`src/rtl/abec_pkg.sv`:
```
// ----------------------------------------------------------------------------
// abec_pkg
// Shared constants, types and codes of the adaptive bisection entropy coder.
// ----------------------------------------------------------------------------
package abec_pkg;

  localparam int ALPHABET_SIZE = 257;
  localparam int COUNT_BITS  = 16;
  localparam int MAX_BITS    = 17;
  localparam int SYM_BITS    = 9;
  localparam int DEPTH       = ALPHABET_SIZE + 1;
  localparam int ADDR_BITS   = $clog2(DEPTH);
  localparam int NBIT_BITS   = $clog2(MAX_BITS + 1);
  localparam int CFG_ADDR_BITS = 3;
  localparam int APB_DATA_BITS = 32;

  localparam logic [CFG_ADDR_BITS-1:0] ADDR_DIRECTION = 3'd0;
  localparam logic [CFG_ADDR_BITS-1:0] ADDR_LIMIT     = 3'd4;

  localparam logic [ADDR_BITS-1:0]  LAST_ADDR   = ADDR_BITS'(ALPHABET_SIZE);
  localparam logic [COUNT_BITS-1:0] RESET_TOTAL = COUNT_BITS'(ALPHABET_SIZE + 1);
  localparam logic [COUNT_BITS-1:0] RESET_LIMIT = 16'd16383;

  localparam logic DIR_ENCODE = 1'b0;
  localparam logic KIND_BIT   = 1'b0;
  localparam logic KIND_SYM   = 1'b1;

  typedef logic [COUNT_BITS-1:0] count_t;
  typedef logic [ADDR_BITS-1:0]  addr_t;

  typedef enum logic [3:0] {
    ST_CLEAR, ST_IDLE, ST_ENC_TOP, ST_ENC_BOT, ST_ENC_CAP, ST_ENC_BIT,
    ST_BUMP, ST_RESC, ST_INC, ST_DEC_SEARCH, ST_DEC_EMIT
  } state_t;

  typedef enum logic [3:0] {
    OP_NONE, OP_CLEAR, OP_ACCEPT, OP_RD_TOP, OP_RD_BOT, OP_CAP_BOT, OP_BIT,
    OP_START_RESC, OP_START_INC, OP_RESC, OP_INC, OP_SEARCH, OP_EMIT
  } op_t;

  typedef struct packed {
    op_t op;
  } cmd_t;

  typedef struct packed {
    logic dir;
    logic sym_ok;
    logic out_free;
    logic enc_more;
    logic need_rescale;
    logic sweep_end;
    logic clear_end;
    logic srch_stop;
    logic srch_found;
  } status_t;

endpackage

```
`src/rtl/abec_ctrl.sv`:
```
// ----------------------------------------------------------------------------
// abec_ctrl
// Sequencer: steps one item through read, bisection, rescale and update.
// ----------------------------------------------------------------------------
module abec_ctrl
  import abec_pkg::*;
(
  input  logic    clk,
  input  logic    rst,
  input  logic    in_valid,
  output logic    in_ready,
  input  status_t st,
  output cmd_t    cmd
);
  state_t state, state_next;

  always_ff @(posedge clk) begin
    if (rst) begin
      state <= ST_CLEAR;
    end else begin
      state <= state_next;
    end
  end

  always_comb begin
    state_next = state;
    cmd.op     = OP_NONE;
    in_ready   = 1'b0;
    case (state)
      ST_CLEAR: begin
        cmd.op = OP_CLEAR;
        if (st.clear_end) state_next = ST_IDLE;
      end
      ST_IDLE: begin
        in_ready = 1'b1;
        if (in_valid) begin
          cmd.op = OP_ACCEPT;
          if (st.dir != DIR_ENCODE) state_next = ST_DEC_SEARCH;
          else if (st.sym_ok) state_next = ST_ENC_TOP;
        end
      end
      ST_ENC_TOP: begin
        cmd.op = OP_RD_TOP;
        state_next = ST_ENC_BOT;
      end
      ST_ENC_BOT: begin
        cmd.op = OP_RD_BOT;
        state_next = ST_ENC_CAP;
      end
      ST_ENC_CAP: begin
        cmd.op = OP_CAP_BOT;
        state_next = ST_ENC_BIT;
      end
      ST_ENC_BIT: begin
        if (!st.enc_more) state_next = ST_BUMP;
        else if (st.out_free) cmd.op = OP_BIT;
      end
      ST_BUMP: begin
        if (st.need_rescale) begin
          cmd.op = OP_START_RESC;
          state_next = ST_RESC;
        end else begin
          cmd.op = OP_START_INC;
          state_next = ST_INC;
        end
      end
      ST_RESC: begin
        // The datapath chains into the increment sweep on the last entry.
        cmd.op = OP_RESC;
        if (st.sweep_end) state_next = ST_INC;
      end
      ST_INC: begin
        cmd.op = OP_INC;
        if (st.sweep_end) state_next = ST_IDLE;
      end
      ST_DEC_SEARCH: begin
        cmd.op = OP_SEARCH;
        if (st.srch_stop) state_next = st.srch_found ? ST_DEC_EMIT : ST_IDLE;
      end
      ST_DEC_EMIT: begin
        if (st.out_free) begin
          cmd.op = OP_EMIT;
          state_next = ST_BUMP;
        end
      end
      default: state_next = ST_IDLE;
    endcase
  end
endmodule

```
`config.mk`:
```
export PLATFORM = sky130hd
export DESIGN_NAME = abec_ctrl
export DESIGN_NICKNAME = d
export VERILOG_FILES = /design/src/rtl/abec_pkg.sv /design/src/rtl/abec_ctrl.sv
export SDC_FILE = /design/constraint.sdc
export NUM_CORES = 1
export LEC_CHECK = 0
export ABC_AREA = 1
export BUFFER_PORTS_ARGS = -buffer_cell sky130_fd_sc_hd__buf_2
export CAP_MARGIN = 20
export CORE_AREA = 2 2 45 47
export DETAILED_ROUTE_END_ITERATION = 12
export DIE_AREA = 0 0 47 49
export PLACE_DENSITY = 0.5
export SLEW_MARGIN = 5
export SYNTH_ARGS = -nofsm -noshare
export SYNTH_HDL_FRONTEND = slang
export SYNTH_SLANG_ARGS = --single-unit
```
`constraint.sdc`:
```
create_clock -name clk -period 2.5 [get_ports clk]
set_clock_uncertainty 0.05 [all_clocks]
set_input_delay 0.125 -clock clk [delete_from_list [all_inputs] [get_ports clk]]
set_output_delay 0.125 -clock clk [all_outputs]
set_load 0.1 [all_outputs]
```
==> run_results.csv <==
group,metric,value,unit
sta,setup_violations,0,
power,power.leakage,0.377,nW
power,intPower,0.000312,W
min_path,hold_end,"state[1]$_SDFFE_PP0P_",
power,pwr-share-seq,0.128,
critical_path,timing.rr.start,"state[2]$_SDFFE_PP0P_",
clocking,cts_buffers,3,
clocking,cts.htree.levels,1,
critical_path,cp.required,2330,ps
global_routing,grt_pass1_vias,557,
yosys,yosysTopAreaCellShare,0.232,
sta,hold_viol,0,
clocking,cts_resized,0,
place,place_ws,676,ps
clocking,post_cts_buffers,0,
clocking,root_buffer,"clkbuf_4",
sta,maxSlewHeadroom,0.652,
job,drv_cap,0,
place,io_buffer_count,16,
layout,fin_cells,146,
yosys,syn_nets,112,
yosys,ys_seq_area_frac,0.155,
layout,antenna_cells,0,
power,p_sw_frac,0.682,
route,wirelength,1.44,mm
sta,maxSlewViolCount,0,
layout,areaGrowthSynthToFinish,27.6,%
clocking,cts_hold_buf,0,
power,ir_drop,430,uV
clocking,cts_tree,"done",
sta,fmax,488,MHz
critical_path,crit_path_max_fanout,6,
min_path,worst_hold_path_type,"in2reg",
yosys,synthTopCellsByArea,"nand2_1 23%, dfxtp_1 15%, nor2_1 15%",
clocking,clk_pin_slew_worst_paths,40,ps
layout,top_regs,"state: 4 flops",
yosys,ys_ff_latch,4,
route,final_antenna_net_count,0,
sta,tns,0,ps
route,via_per_inst,4.51,
route,drc,0,
power,power.density,1490,nW/um^2
yosys,synth_warnings,0,
layout,top_register,"state",
critical_path,reg2reg_depth,8,
sta,min_period,2050,ps
layout,nNetsFinal,133,
critical_path,crit_path_end_kind,"primary output",
layout,drive_gt1_frac,0.244,
power,clock_power_share,0.078,
power,combinationalPowerShare,0.794,
min_path,hold_start,"rst",
global_routing,overflow,0,
global_routing,grt_max_degree,9,
place,gp_congestion,0.830,
global_routing,track_usage,0.139,
global_routing,antenna_found_initial,0,
yosys,yosysTopAreaCell,"nand2_1",
critical_path,worst-r2r-setup-slack,990,ps
place,dp_cells,143,
route,firstDrtPassIters,4,
clocking,clockBufferDepth,2,
layout,largest_reg_flops,4,
yosys,syn_area,517,um^2
clocking,numClockSinks,4,
power,finalPower,0.000982,W
critical_path,worstSetupStartpointType,"flip-flop",
clocking,worst_skew_pair.late_latency,230,ps
sta,worst_pin_slew,521,ps
yosys,ys_types,15,
route,routedWlPerCell,9.88,um
critical_path,worst-setup-path-type,"reg2out",
route,num_vias,658,
critical_path,cp.arrival,1880,ps
sta,fin_ws,449,ps
outcome,outcome,"completed",
min_path,holdPathStages,4,
power,p_sw,0.000670,W
die,io_pins,17,
sta,post-route-period-util,0.820,
global_routing,grt_pass1_wl,2.35,mm
die,die_area,2300,um^2
sta,rsz0062_at_grt,"no",
place,hpwlAfterDp,1.22,mm
sta,whs,124,ps
yosys,synthCells,100,
die,core-area,1840,um^2
critical_path,r2r_end,"state[0]$_SDFFE_PP0P_",
die,die_w,47,um
die,initial_core_util,0.281,
die,fp.dieH,49,um
die,rows,16,
yosys,syn-mean-instance-area,5.17,um^2
route,drt_iter0_drc,14,
==> power by group through the flow <==
stage / clock network, W / registers, W / logic, W
detailed placement: 0 / 0.000127 / 0.000780
global placement: 0 / 0.000125 / 0.000787
global route: 0.0000873 / 0.000129 / 0.000844
finish: 0.0000770 / 0.000125 / 0.000780
floorplan: 0 / 0.000119 / 0.000657
CTS: 0.0000820 / 0.000125 / 0.000783
==> cells in the final DEF, fill, tap and decap left out, types with 3 or more instances in the layout <==
cell type	n
dfxtp_1	4
nor2_4	3
nand3_1	9
nor2_1	21
nand2_1	32
nor2_2	3
nand3b_1	3
o21ai_0	4
clkbuf_4	3
buf_2	16
inv_1	13
==> area by class of cell <==
cell class,count,area (um^2)
Timing Repair Buffer,16,80.1
Clock buffer,3,22.5
Tap cell,27,33.8
Fill cell,236,1180
Inverter,15,56.3
Multi-Input combinational cell,81,387
Sequential cell,4,80.1
==> kinds of logic (layout without fill, tap and decap cells) <==
group / Yosys count / in the layout / share of synthesized area
AO/OA/AOI/OAI: 8 / 8 / 0.0872
buffers and inverters: 15 / 34 / 0.109
AND/OR/NAND/NOR: 73 / 73 / 0.649
flip-flops: 4 / 4 / 0.155
==> per-layer routing <==
| metal | global-route usage | up-vias | share of wire | wire [um] |
|---|---|---|---|---|
| met5 | 0 | - | 0 | 0 |
| met4 | 0.0694 | 0 | 0.011 | 16 |
| met1 | 0.177 | 282 | 0.44 | 630 |
| met3 | 0.0259 | 2 | 0.050 | 72 |
| li1 | - | 354 | - | - |
| met2 | 0.215 | 20 | 0.50 | 725 |
==> cells in the mapped netlist, drive strengths merged <==
| cell type | instances |
|---|---|
| nor3 | 1 |
| o2111ai | 1 |
| a31oi | 1 |
| nand3 | 9 |
| dfxtp | 4 |
| o21ai | 4 |
| a21oi | 2 |
| nand2 | 33 |
| inv | 15 |
| nor2 | 27 |
| nand3b | 3 |
==> per-stage QoR <==
stage	area (um^2)	util
4_1_cts	659	0.358
6_report	659	0.358
2_1_floorplan	523	-
3_3_place_gp	637	0.346
5_1_grt	659	0.358
3_5_place_dp	637	0.346
==> critical path: stages, from the launching register on <==
cell,delay [ps]
dfxtp_1,460
inv_2,100
nor2_4,170
nand3_1,130
o21ai_0,170
inv_1,90
o2111ai_2,70
buf_2,450
==> worst max-delay path by stage <==
| stage | from | end | slack, ps | cells after the start |
|---|---|---|---|---|
| 2_1_floorplan | state[0]$_SDFFE_PP0P_ | cmd[1] | 290 | 4 |
| 6_report | state[0]$_SDFFE_PP0P_ | cmd[1] | 450 | 7 |
| 3_5_place_dp | state[0]$_SDFFE_PP0P_ | cmd[1] | 680 | 7 |
| 4_1_cts | state[0]$_SDFFE_PP0P_ | cmd[1] | 410 | 7 |
| 3_3_place_gp | state[0]$_SDFFE_PP0P_ | cmd[1] | 670 | 7 |
| 5_1_grt | state[0]$_SDFFE_PP0P_ | cmd[1] | 320 | 7 |
Note: power is estimated with default switching activity, not from simulation.
