File: config.mk
export PLATFORM = sky130hd
export DESIGN_NAME = abec_dp
export DESIGN_NICKNAME = d
export VERILOG_FILES = /design/src/rtl/abec_pkg.sv /design/src/rtl/abec_dp.sv
export SDC_FILE = /design/constraint.sdc
export NUM_CORES = 1
export LEC_CHECK = 0
export BUFFER_PORTS_ARGS = -buffer_cell sky130_fd_sc_hd__buf_4
export CORE_MARGIN = 2
export CORE_UTILIZATION = 30
export CTS_BUF_LIST = sky130_fd_sc_hd__clkbuf_16
export CTS_CLUSTER_DIAMETER = 40
export DETAILED_ROUTE_END_ITERATION = 10
export PLACE_DENSITY = 0.54
export SYNTH_ARGS = -nofsm -noshare
export SYNTH_HDL_FRONTEND = slang
export SYNTH_SLANG_ARGS = --single-unit
File: constraint.sdc
create_clock -name clk -period 7.7 [get_ports clk]
set_clock_uncertainty 0.1 [all_clocks]
set_input_delay 1.925 -clock clk [delete_from_list [all_inputs] [get_ports clk]]
set_output_delay 1.925 -clock clk [all_outputs]
set_load 0.01 [all_outputs]
File: src/rtl/abec_pkg.sv
// ----------------------------------------------------------------------------
// abec_pkg
// Shared constants, types and codes of the adaptive bisection entropy coder.
// ----------------------------------------------------------------------------
package abec_pkg;

  localparam int ALPHABET_SIZE = 257;
  localparam int COUNT_BITS  = 16;
  localparam int MAX_BITS    = 17;
  localparam int SYM_BITS    = 9;
  localparam int DEPTH       = ALPHABET_SIZE + 1;
  localparam int ADDR_BITS   = $clog2(DEPTH);
  localparam int NBIT_BITS   = $clog2(MAX_BITS + 1);
  localparam int CFG_ADDR_BITS = 3;
  localparam int APB_DATA_BITS = 32;

  localparam logic [CFG_ADDR_BITS-1:0] ADDR_DIRECTION = 3'd0;
  localparam logic [CFG_ADDR_BITS-1:0] ADDR_LIMIT     = 3'd4;

  localparam logic [ADDR_BITS-1:0]  LAST_ADDR   = ADDR_BITS'(ALPHABET_SIZE);
  localparam logic [COUNT_BITS-1:0] RESET_TOTAL = COUNT_BITS'(ALPHABET_SIZE + 1);
  localparam logic [COUNT_BITS-1:0] RESET_LIMIT = 16'd16383;

  localparam logic DIR_ENCODE = 1'b0;
  localparam logic KIND_BIT   = 1'b0;
  localparam logic KIND_SYM   = 1'b1;

  typedef logic [COUNT_BITS-1:0] count_t;
  typedef logic [ADDR_BITS-1:0]  addr_t;

  typedef enum logic [3:0] {
    ST_CLEAR, ST_IDLE, ST_ENC_TOP, ST_ENC_BOT, ST_ENC_CAP, ST_ENC_BIT,
    ST_BUMP, ST_RESC, ST_INC, ST_DEC_SEARCH, ST_DEC_EMIT
  } state_t;

  typedef enum logic [3:0] {
    OP_NONE, OP_CLEAR, OP_ACCEPT, OP_RD_TOP, OP_RD_BOT, OP_CAP_BOT, OP_BIT,
    OP_START_RESC, OP_START_INC, OP_RESC, OP_INC, OP_SEARCH, OP_EMIT
  } op_t;

  typedef struct packed {
    op_t op;
  } cmd_t;

  typedef struct packed {
    logic dir;
    logic sym_ok;
    logic out_free;
    logic enc_more;
    logic need_rescale;
    logic sweep_end;
    logic clear_end;
    logic srch_stop;
    logic srch_found;
  } status_t;

endpackage

File: src/rtl/abec_dp.sv
// ----------------------------------------------------------------------------
// abec_dp
// Datapath: coding interval, decode window, table sweeps and result register.
// ----------------------------------------------------------------------------
module abec_dp
  import abec_pkg::*;
(
  input  logic                clk,
  input  logic                rst,
  input  cmd_t                cmd,
  output status_t             st,
  input  logic                direction,
  input  count_t              limit,
  input  logic [SYM_BITS-1:0] symbol_in,
  input  logic                bit_in,
  output logic                ram_we,
  output addr_t               ram_waddr,
  output count_t              ram_wdata,
  output addr_t               ram_raddr,
  input  count_t              ram_rdata,
  input  logic                out_ready,
  output logic                out_valid,
  output logic                out_kind,
  output logic                out_bit,
  output logic [SYM_BITS-1:0] out_symbol,
  output logic                out_last
);
  count_t total, dummy, dec_up, dec_lo;
  count_t hi, lo, top, bot;
  count_t prev_old, prev_new;
  logic [SYM_BITS-1:0] sym;
  logic [NBIT_BITS-1:0] nbits;
  addr_t idx, p_addr;
  logic iss, p_vld;

  count_t enc_half, nhi, nlo, dec_half;
  logic   up_sel, fit_now, fit_next;
  logic [COUNT_BITS:0] resc_cnt;
  count_t resc_new;
  logic   s_found, s_brk;

  always_comb begin
    enc_half = COUNT_BITS'(({1'b0, hi} + {1'b0, lo}) >> 1);
    up_sel   = ({1'b0, top} + {1'b0, bot}) >= {enc_half, 1'b0};
    nhi      = up_sel ? hi : enc_half;
    nlo      = up_sel ? enc_half : lo;
    fit_now  = (hi <= top) && (lo >= bot);
    fit_next = (nhi <= top) && (nlo >= bot);
    dec_half = COUNT_BITS'(({1'b0, dec_up} + {1'b0, dec_lo}) >> 1);
    // New count is the old one halved, rounding up.
    resc_cnt = ({1'b0, ram_rdata - prev_old} + 1'b1) >> 1;
    resc_new = COUNT_BITS'(resc_cnt) + prev_new;
    s_found  = (prev_old >= dec_up) && (ram_rdata <= dec_lo);
    s_brk    = ram_rdata < dec_up;
  end

  always_comb begin
    st.dir          = direction;
    st.sym_ok       = symbol_in < SYM_BITS'(ALPHABET_SIZE);
    st.out_free     = !out_valid || out_ready;
    st.enc_more     = !fit_now && (nbits < NBIT_BITS'(MAX_BITS));
    st.need_rescale = total >= limit;
    st.sweep_end    = p_vld && (p_addr == '0);
    st.clear_end    = idx == LAST_ADDR;
    st.srch_found   = p_vld && s_found;
    st.srch_stop    = p_vld && (s_found || s_brk || p_addr == LAST_ADDR);
  end

  always_comb begin
    ram_we    = 1'b0;
    ram_waddr = p_addr;
    ram_wdata = ram_rdata + 1'b1;
    ram_raddr = idx;
    case (cmd.op)
      OP_CLEAR: begin
        ram_we    = 1'b1;
        ram_waddr = idx;
        ram_wdata = RESET_TOTAL - COUNT_BITS'(idx);
      end
      OP_RD_TOP: ram_raddr = ADDR_BITS'(sym);
      OP_RD_BOT: ram_raddr = ADDR_BITS'(sym) + 1'b1;
      OP_RESC: begin
        ram_we    = p_vld;
        ram_wdata = resc_new;
      end
      OP_INC: ram_we = p_vld;
      default: ;
    endcase
  end

  always_ff @(posedge clk) begin
    if (rst) begin
      total     <= RESET_TOTAL;
      dummy     <= COUNT_BITS'(1);
      dec_up    <= RESET_TOTAL;
      dec_lo    <= '0;
      idx       <= '0;
      iss       <= 1'b0;
      p_vld     <= 1'b0;
      out_valid <= 1'b0;
    end else begin
      if (cmd.op == OP_BIT || cmd.op == OP_EMIT) out_valid <= 1'b1;
      else if (out_ready) out_valid <= 1'b0;
      case (cmd.op)
        OP_CLEAR: idx <= idx + 1'b1;
        OP_ACCEPT: begin
          sym   <= symbol_in;
          hi    <= total;
          lo    <= '0;
          nbits <= '0;
          if (direction != DIR_ENCODE) begin
            if (bit_in) dec_lo <= dec_half;
            else dec_up <= dec_half;
            idx      <= ADDR_BITS'(1);
            iss      <= 1'b1;
            p_vld    <= 1'b0;
            prev_old <= total;
          end
        end
        OP_RD_BOT: top <= ram_rdata;
        OP_CAP_BOT: bot <= ram_rdata;
        OP_BIT: begin
          hi         <= nhi;
          lo         <= nlo;
          nbits      <= nbits + 1'b1;
          out_kind   <= KIND_BIT;
          out_bit    <= up_sel;
          out_symbol <= '0;
          out_last   <= fit_next || (nbits == NBIT_BITS'(MAX_BITS - 1));
        end
        OP_EMIT: begin
          out_kind   <= KIND_SYM;
          out_bit    <= 1'b0;
          out_symbol <= sym;
          out_last   <= 1'b1;
        end
        OP_START_RESC: begin
          idx      <= LAST_ADDR;
          iss      <= 1'b1;
          p_vld    <= 1'b0;
          prev_old <= '0;
          prev_new <= '0;
        end
        OP_START_INC: begin
          idx   <= ADDR_BITS'(sym);
          iss   <= 1'b1;
          p_vld <= 1'b0;
        end
        OP_RESC, OP_INC: begin
          p_vld  <= iss;
          p_addr <= idx;
          if (iss) begin
            if (idx == '0) iss <= 1'b0;
            else idx <= idx - 1'b1;
          end
          if (p_vld && cmd.op == OP_RESC) begin
            prev_old <= ram_rdata;
            prev_new <= resc_new;
            if (p_addr == LAST_ADDR) dummy <= resc_new;
            if (p_addr == '0) begin
              total <= resc_new;
              idx   <= ADDR_BITS'(sym);
              iss   <= 1'b1;
            end
          end
          if (p_vld && cmd.op == OP_INC && p_addr == '0) begin
            total  <= ram_rdata + 1'b1;
            dec_up <= ram_rdata + 1'b1;
            dec_lo <= '0;
          end
        end
        OP_SEARCH: begin
          p_vld  <= iss;
          p_addr <= idx;
          if (st.srch_stop) begin
            iss <= 1'b0;
          end else if (iss) begin
            if (idx == LAST_ADDR) iss <= 1'b0;
            else idx <= idx + 1'b1;
          end
          if (p_vld) begin
            prev_old <= ram_rdata;
            if (s_found) begin
              sym <= SYM_BITS'(p_addr - 1'b1);
            end else if (s_brk || p_addr == LAST_ADDR) begin
              // Window inside the dummy slot or too narrow: start over.
              if (dec_up <= dummy || {1'b0, dec_up} <= {1'b0, dec_lo} + 1'b1) begin
                dec_up <= total;
                dec_lo <= '0;
              end
            end
          end
        end
        default: ;
      endcase
    end
  end
endmodule

==> flow_metrics.py <==
metrics = {
    "run_status": {
        "status": "finished clean",
    },
    "pwr": {
        "leakagePower_nw": 9.72,
        "powerDensity_nw_per_um2": 191,
        "p_comb_share_pct": 23.7,
        "p_clk_share_pct": 47.6,
        "p_int_mw": 3.00,
        "vdd_drop_max_mv": 0.165,
        "swShare_pct": 31.3,
        "p_seq_share_pct": 28.8,
        "p_switching_mw": 1.37,
    },
    "grt": {
        "grt_use_total_pct": 20.8,
        "grt.overflow.total": 0,
        "grt_pass1_vias": 17098,
        "grt_max_degree": 65,
        "grt_pass1_wl_um": 101000,
        "grt_antenna_before_repair": 3,
    },
    "clocking": {
        "hold_buffers": 0,
        "cts_tree": "done",
        "cts.sinks": 207,
        "h-tree-depth": 2,
        "cts.clk_slew.worst_paths_ns": 0.05,
        "cts_made_buffers": 48,
        "clockBufferDepth": 3,
        "root_buffer": "clkbuf_16",
        "insertion_delay_ns": 0.58,
    },
    "die": {
        "dieWidth_um": 252,
        "io-pin-count": 107,
        "dieArea_um2": 63400,
        "initial_core_util_pct": 30.5,
        "core_um2": 60500,
        "num_rows": 90,
        "die_y_um": 252,
    },
    "timing": {
        "slew_headroom_pct": 28.7,
        "period_needed_ns": 7.55,
        "setup_viol": 0,
        "period_share_pct": 98.0,
        "hold_viol": 0,
        "rsz0062_at_grt": "yes",
        "tightest_slew_ns": 1.07,
        "fmax_ghz": 0.133,
        "slew_viol_final": 0,
    },
    "setup_path": {
        "startpoint_type": "input port",
        "rr_endpoint": "out_last$_DFFE_PP_",
        "critPathKind": "input port to output port",
        "r2r-start": "hi[1]$_DFFE_PP_",
        "reg2reg_depth": 27,
        "cp.required_ns": 5.68,
        "path_max_fanout": 3,
        "end_kind": "output port",
        "rrSetupSlack_ns": 0.80,
        "critPathArrivalTime_ns": 5.52,
    },
    "finish": {
        "multiInputGateArea_um2": 12400,
        "final_core_util_pct": 37.8,
        "final_cell_area_um2": 22800,
        "layout_commonest_cell": "ha_1",
        "nets": 2639,
        "syn_to_final_growth_pct": 24.1,
        "drive_above_1_share_pct": 18.8,
        "final_cell_mix": "ha_1 (255), buf_4 (226), nor2_1 (183)",
        "n_fill_cell": 6077,
        "regArea_um2": 5460,
    },
    "synth": {
        "synth_seq_area_share_pct": 29.6,
        "async_flop_share_pct": 0,
        "synth-seq-cells": 207,
        "syn_nets": 2433,
        "synthTopCellsByArea": "edfxtp_1 (21%), ha_1 (18%), dfxtp_1 (8.3%)",
        "synth_flop_cell": "edfxtp_1",
        "synth_top_area_share_pct": 21.4,
        "synth_area_um2": 18400,
        "ys_types": 82,
        "yosysTopAreaCell": "edfxtp_1",
        "synth_edf_count": 131,
        "avgSynthCellArea_um2": 8.71,
        "synthCells": 2115,
        "yosys_warnings": 0,
    },
    "route": {
        "antenna_left": 0,
        "dr.pass1.iters": 5,
        "drtIter0Drc": 1301,
        "wirelength_um": 66700,
        "dr_total_vias": 17022,
        "drcViolationCount": 0,
        "vias_per_cell": 5.42,
        "wl_per_cell_um": 21.2,
    },
    "flow_run": {
        "cap_violations": 0,
    },
    "worst_hold_path": {
        "hold_path_class": "register to register",
        "min_to": "dummy[8]$_SDFFE_PP0P_",
        "whs_path_depth": 2,
        "worstHoldStart": "dummy[8]$_SDFFE_PP0P_",
    },
    "placed_design": {
        "io_buffers": 106,
        "dp_hpwl_um": 52000,
        "place_area_um2": 20800,
        "gp_congestion": 0.908,
    },
}
==> routing by layer <==
| layer | vias to the layer above | GRT usage, % | wire, um |
|---|---|---|---|
| li1 | 8138 | - | - |
| met1 | 8159 | 27.7 | 29600 |
| met2 | 584 | 33.9 | 30200 |
| met3 | 137 | 3.63 | 4760 |
| met4 | 4 | 6.89 | 2090 |
| met5 | - | 0 | 20 |
==> cell families after synthesis <==
group                      after synthesis  share of synthesized area (%)
buffers and inverters                  245                           5.08
muxes                                   60                           3.53
AOI/OAI and AO/OA                      556                           19.8
adders and majority gates              268                           18.4
and+or+nand+nor                        653                           17.5
xor gates and xnor gates               126                           6.03
DFF                                    207                           29.6
==> power groups by stage <==
stage	Combinational, mW	Clock [mW]	Sequential, mW
final	1.03	2.08	1.26
after global routing	1.13	2.16	1.26
after CTS	0.991	2.11	1.25
after detailed placement	0.964	0	1.28
after global placement	0.951	0	1.28
after floorplan	0.582	0	1.25
==> per-stage QoR <==
stage	hold WS (ns)	setup TNS [ns]	power [mW]	cells	worst slack, ns
floorplan	0.306	0	1.83	2115	0.00718
global placement	0.351	-0.859	2.23	3043	-0.244
detailed placement	0.354	-1.12	2.24	3043	-0.269
CTS	0.360	0	4.36	3135	0.00169
global route	0.376	-0.149	4.55	3141	-0.0584
finish	0.359	0	4.37	3142	0.153
==> cells in the mapped netlist, types with 40 or more instances <==
cell / instances
a21oi_1: 157
a21o_1: 67
ha_1: 263
dfxtp_1: 76
nand3_1: 53
a211oi_1: 41
edfxtp_1: 131
clkbuf_1: 60
o21ai_0: 115
nor2_1: 187
inv_1: 173
mux2_2: 40
nor3_1: 43
nor2b_1: 41
xnor2_1: 77
nand2_1: 163
xor2_1: 48
==> worst max path at each step <==
| stage | endpoint | slack (ns) | startpoint |
|---|---|---|---|
| 4_1_cts | ram_wdata[14] | 0.002 | ram_rdata[0] |
| 3_5_place_dp | ram_wdata[15] | -0.27 | ram_rdata[0] |
| 3_3_place_gp | ram_wdata[15] | -0.24 | ram_rdata[0] |
| 2_1_floorplan | ram_wdata[15] | 0.007 | ram_rdata[0] |
| 6_report | ram_wdata[14] | 0.15 | ram_rdata[0] |
| 5_1_grt | ram_wdata[14] | -0.06 | ram_rdata[6] |
==> repair_timing <==
action                                  4_1_cts  5_1_grt
buffers inserted                              4        6
endpoints found under the hold margin         0        0
pin swaps                                    23       26
endpoints found under the setup margin        8       10
resized for setup                            23       48
==> flip-flops by register name, indices dropped and copies added (netlist names) <==
| signal | flops |
|---|---|
| idx | 9 |
| total | 16 |
| bot | 16 |
| iss | 1 |
| out_last | 1 |
| dec_lo | 16 |
| dec_up | 16 |
| hi | 16 |
| dummy | 16 |
| prev_old | 16 |
| out_kind | 1 |
| out_bit | 1 |
| out_valid | 1 |
| prev_new | 16 |
| lo | 16 |
| sym | 9 |
| p_addr | 9 |
| out_symbol | 9 |
| p_vld | 1 |
| top | 16 |
| nbits | 5 |
==> worst max-delay path, stage by stage <==
cell      delay [ns]
buf_8           0.10
inv_4           0.05
ha_4            0.13
inv_2           0.03
fa_2            0.36
a21oi_4         0.22
o21bai_4        0.09
a41o_1          0.27
o41ai_4         0.24
xnor2_1         0.19
nand2_1         0.08
or2_4           0.25
xnor2_2         0.15
ha_1            0.30
or2_2           0.29
a21oi_1         0.22
a31oi_2         0.07
xor2_1          0.20
a21oi_1         0.09
nor2_1          0.12
buf_4           0.13
==> final cells by class <==
| cell class | count | area share, % |
|---|---|---|
| inverters | 173 | 2.85 |
| clock inverters | 37 | 1.56 |
| well taps | 782 | 4.28 |
| clock buffers | 51 | 5.59 |
| flip-flops and latches | 207 | 23.9 |
| repair buffers | 228 | 7.54 |
| multi-input cells | 1663 | 54.3 |
| diodes | 1 | 0.0110 |
No activity file was read; power rests on OpenSTA's default activity.
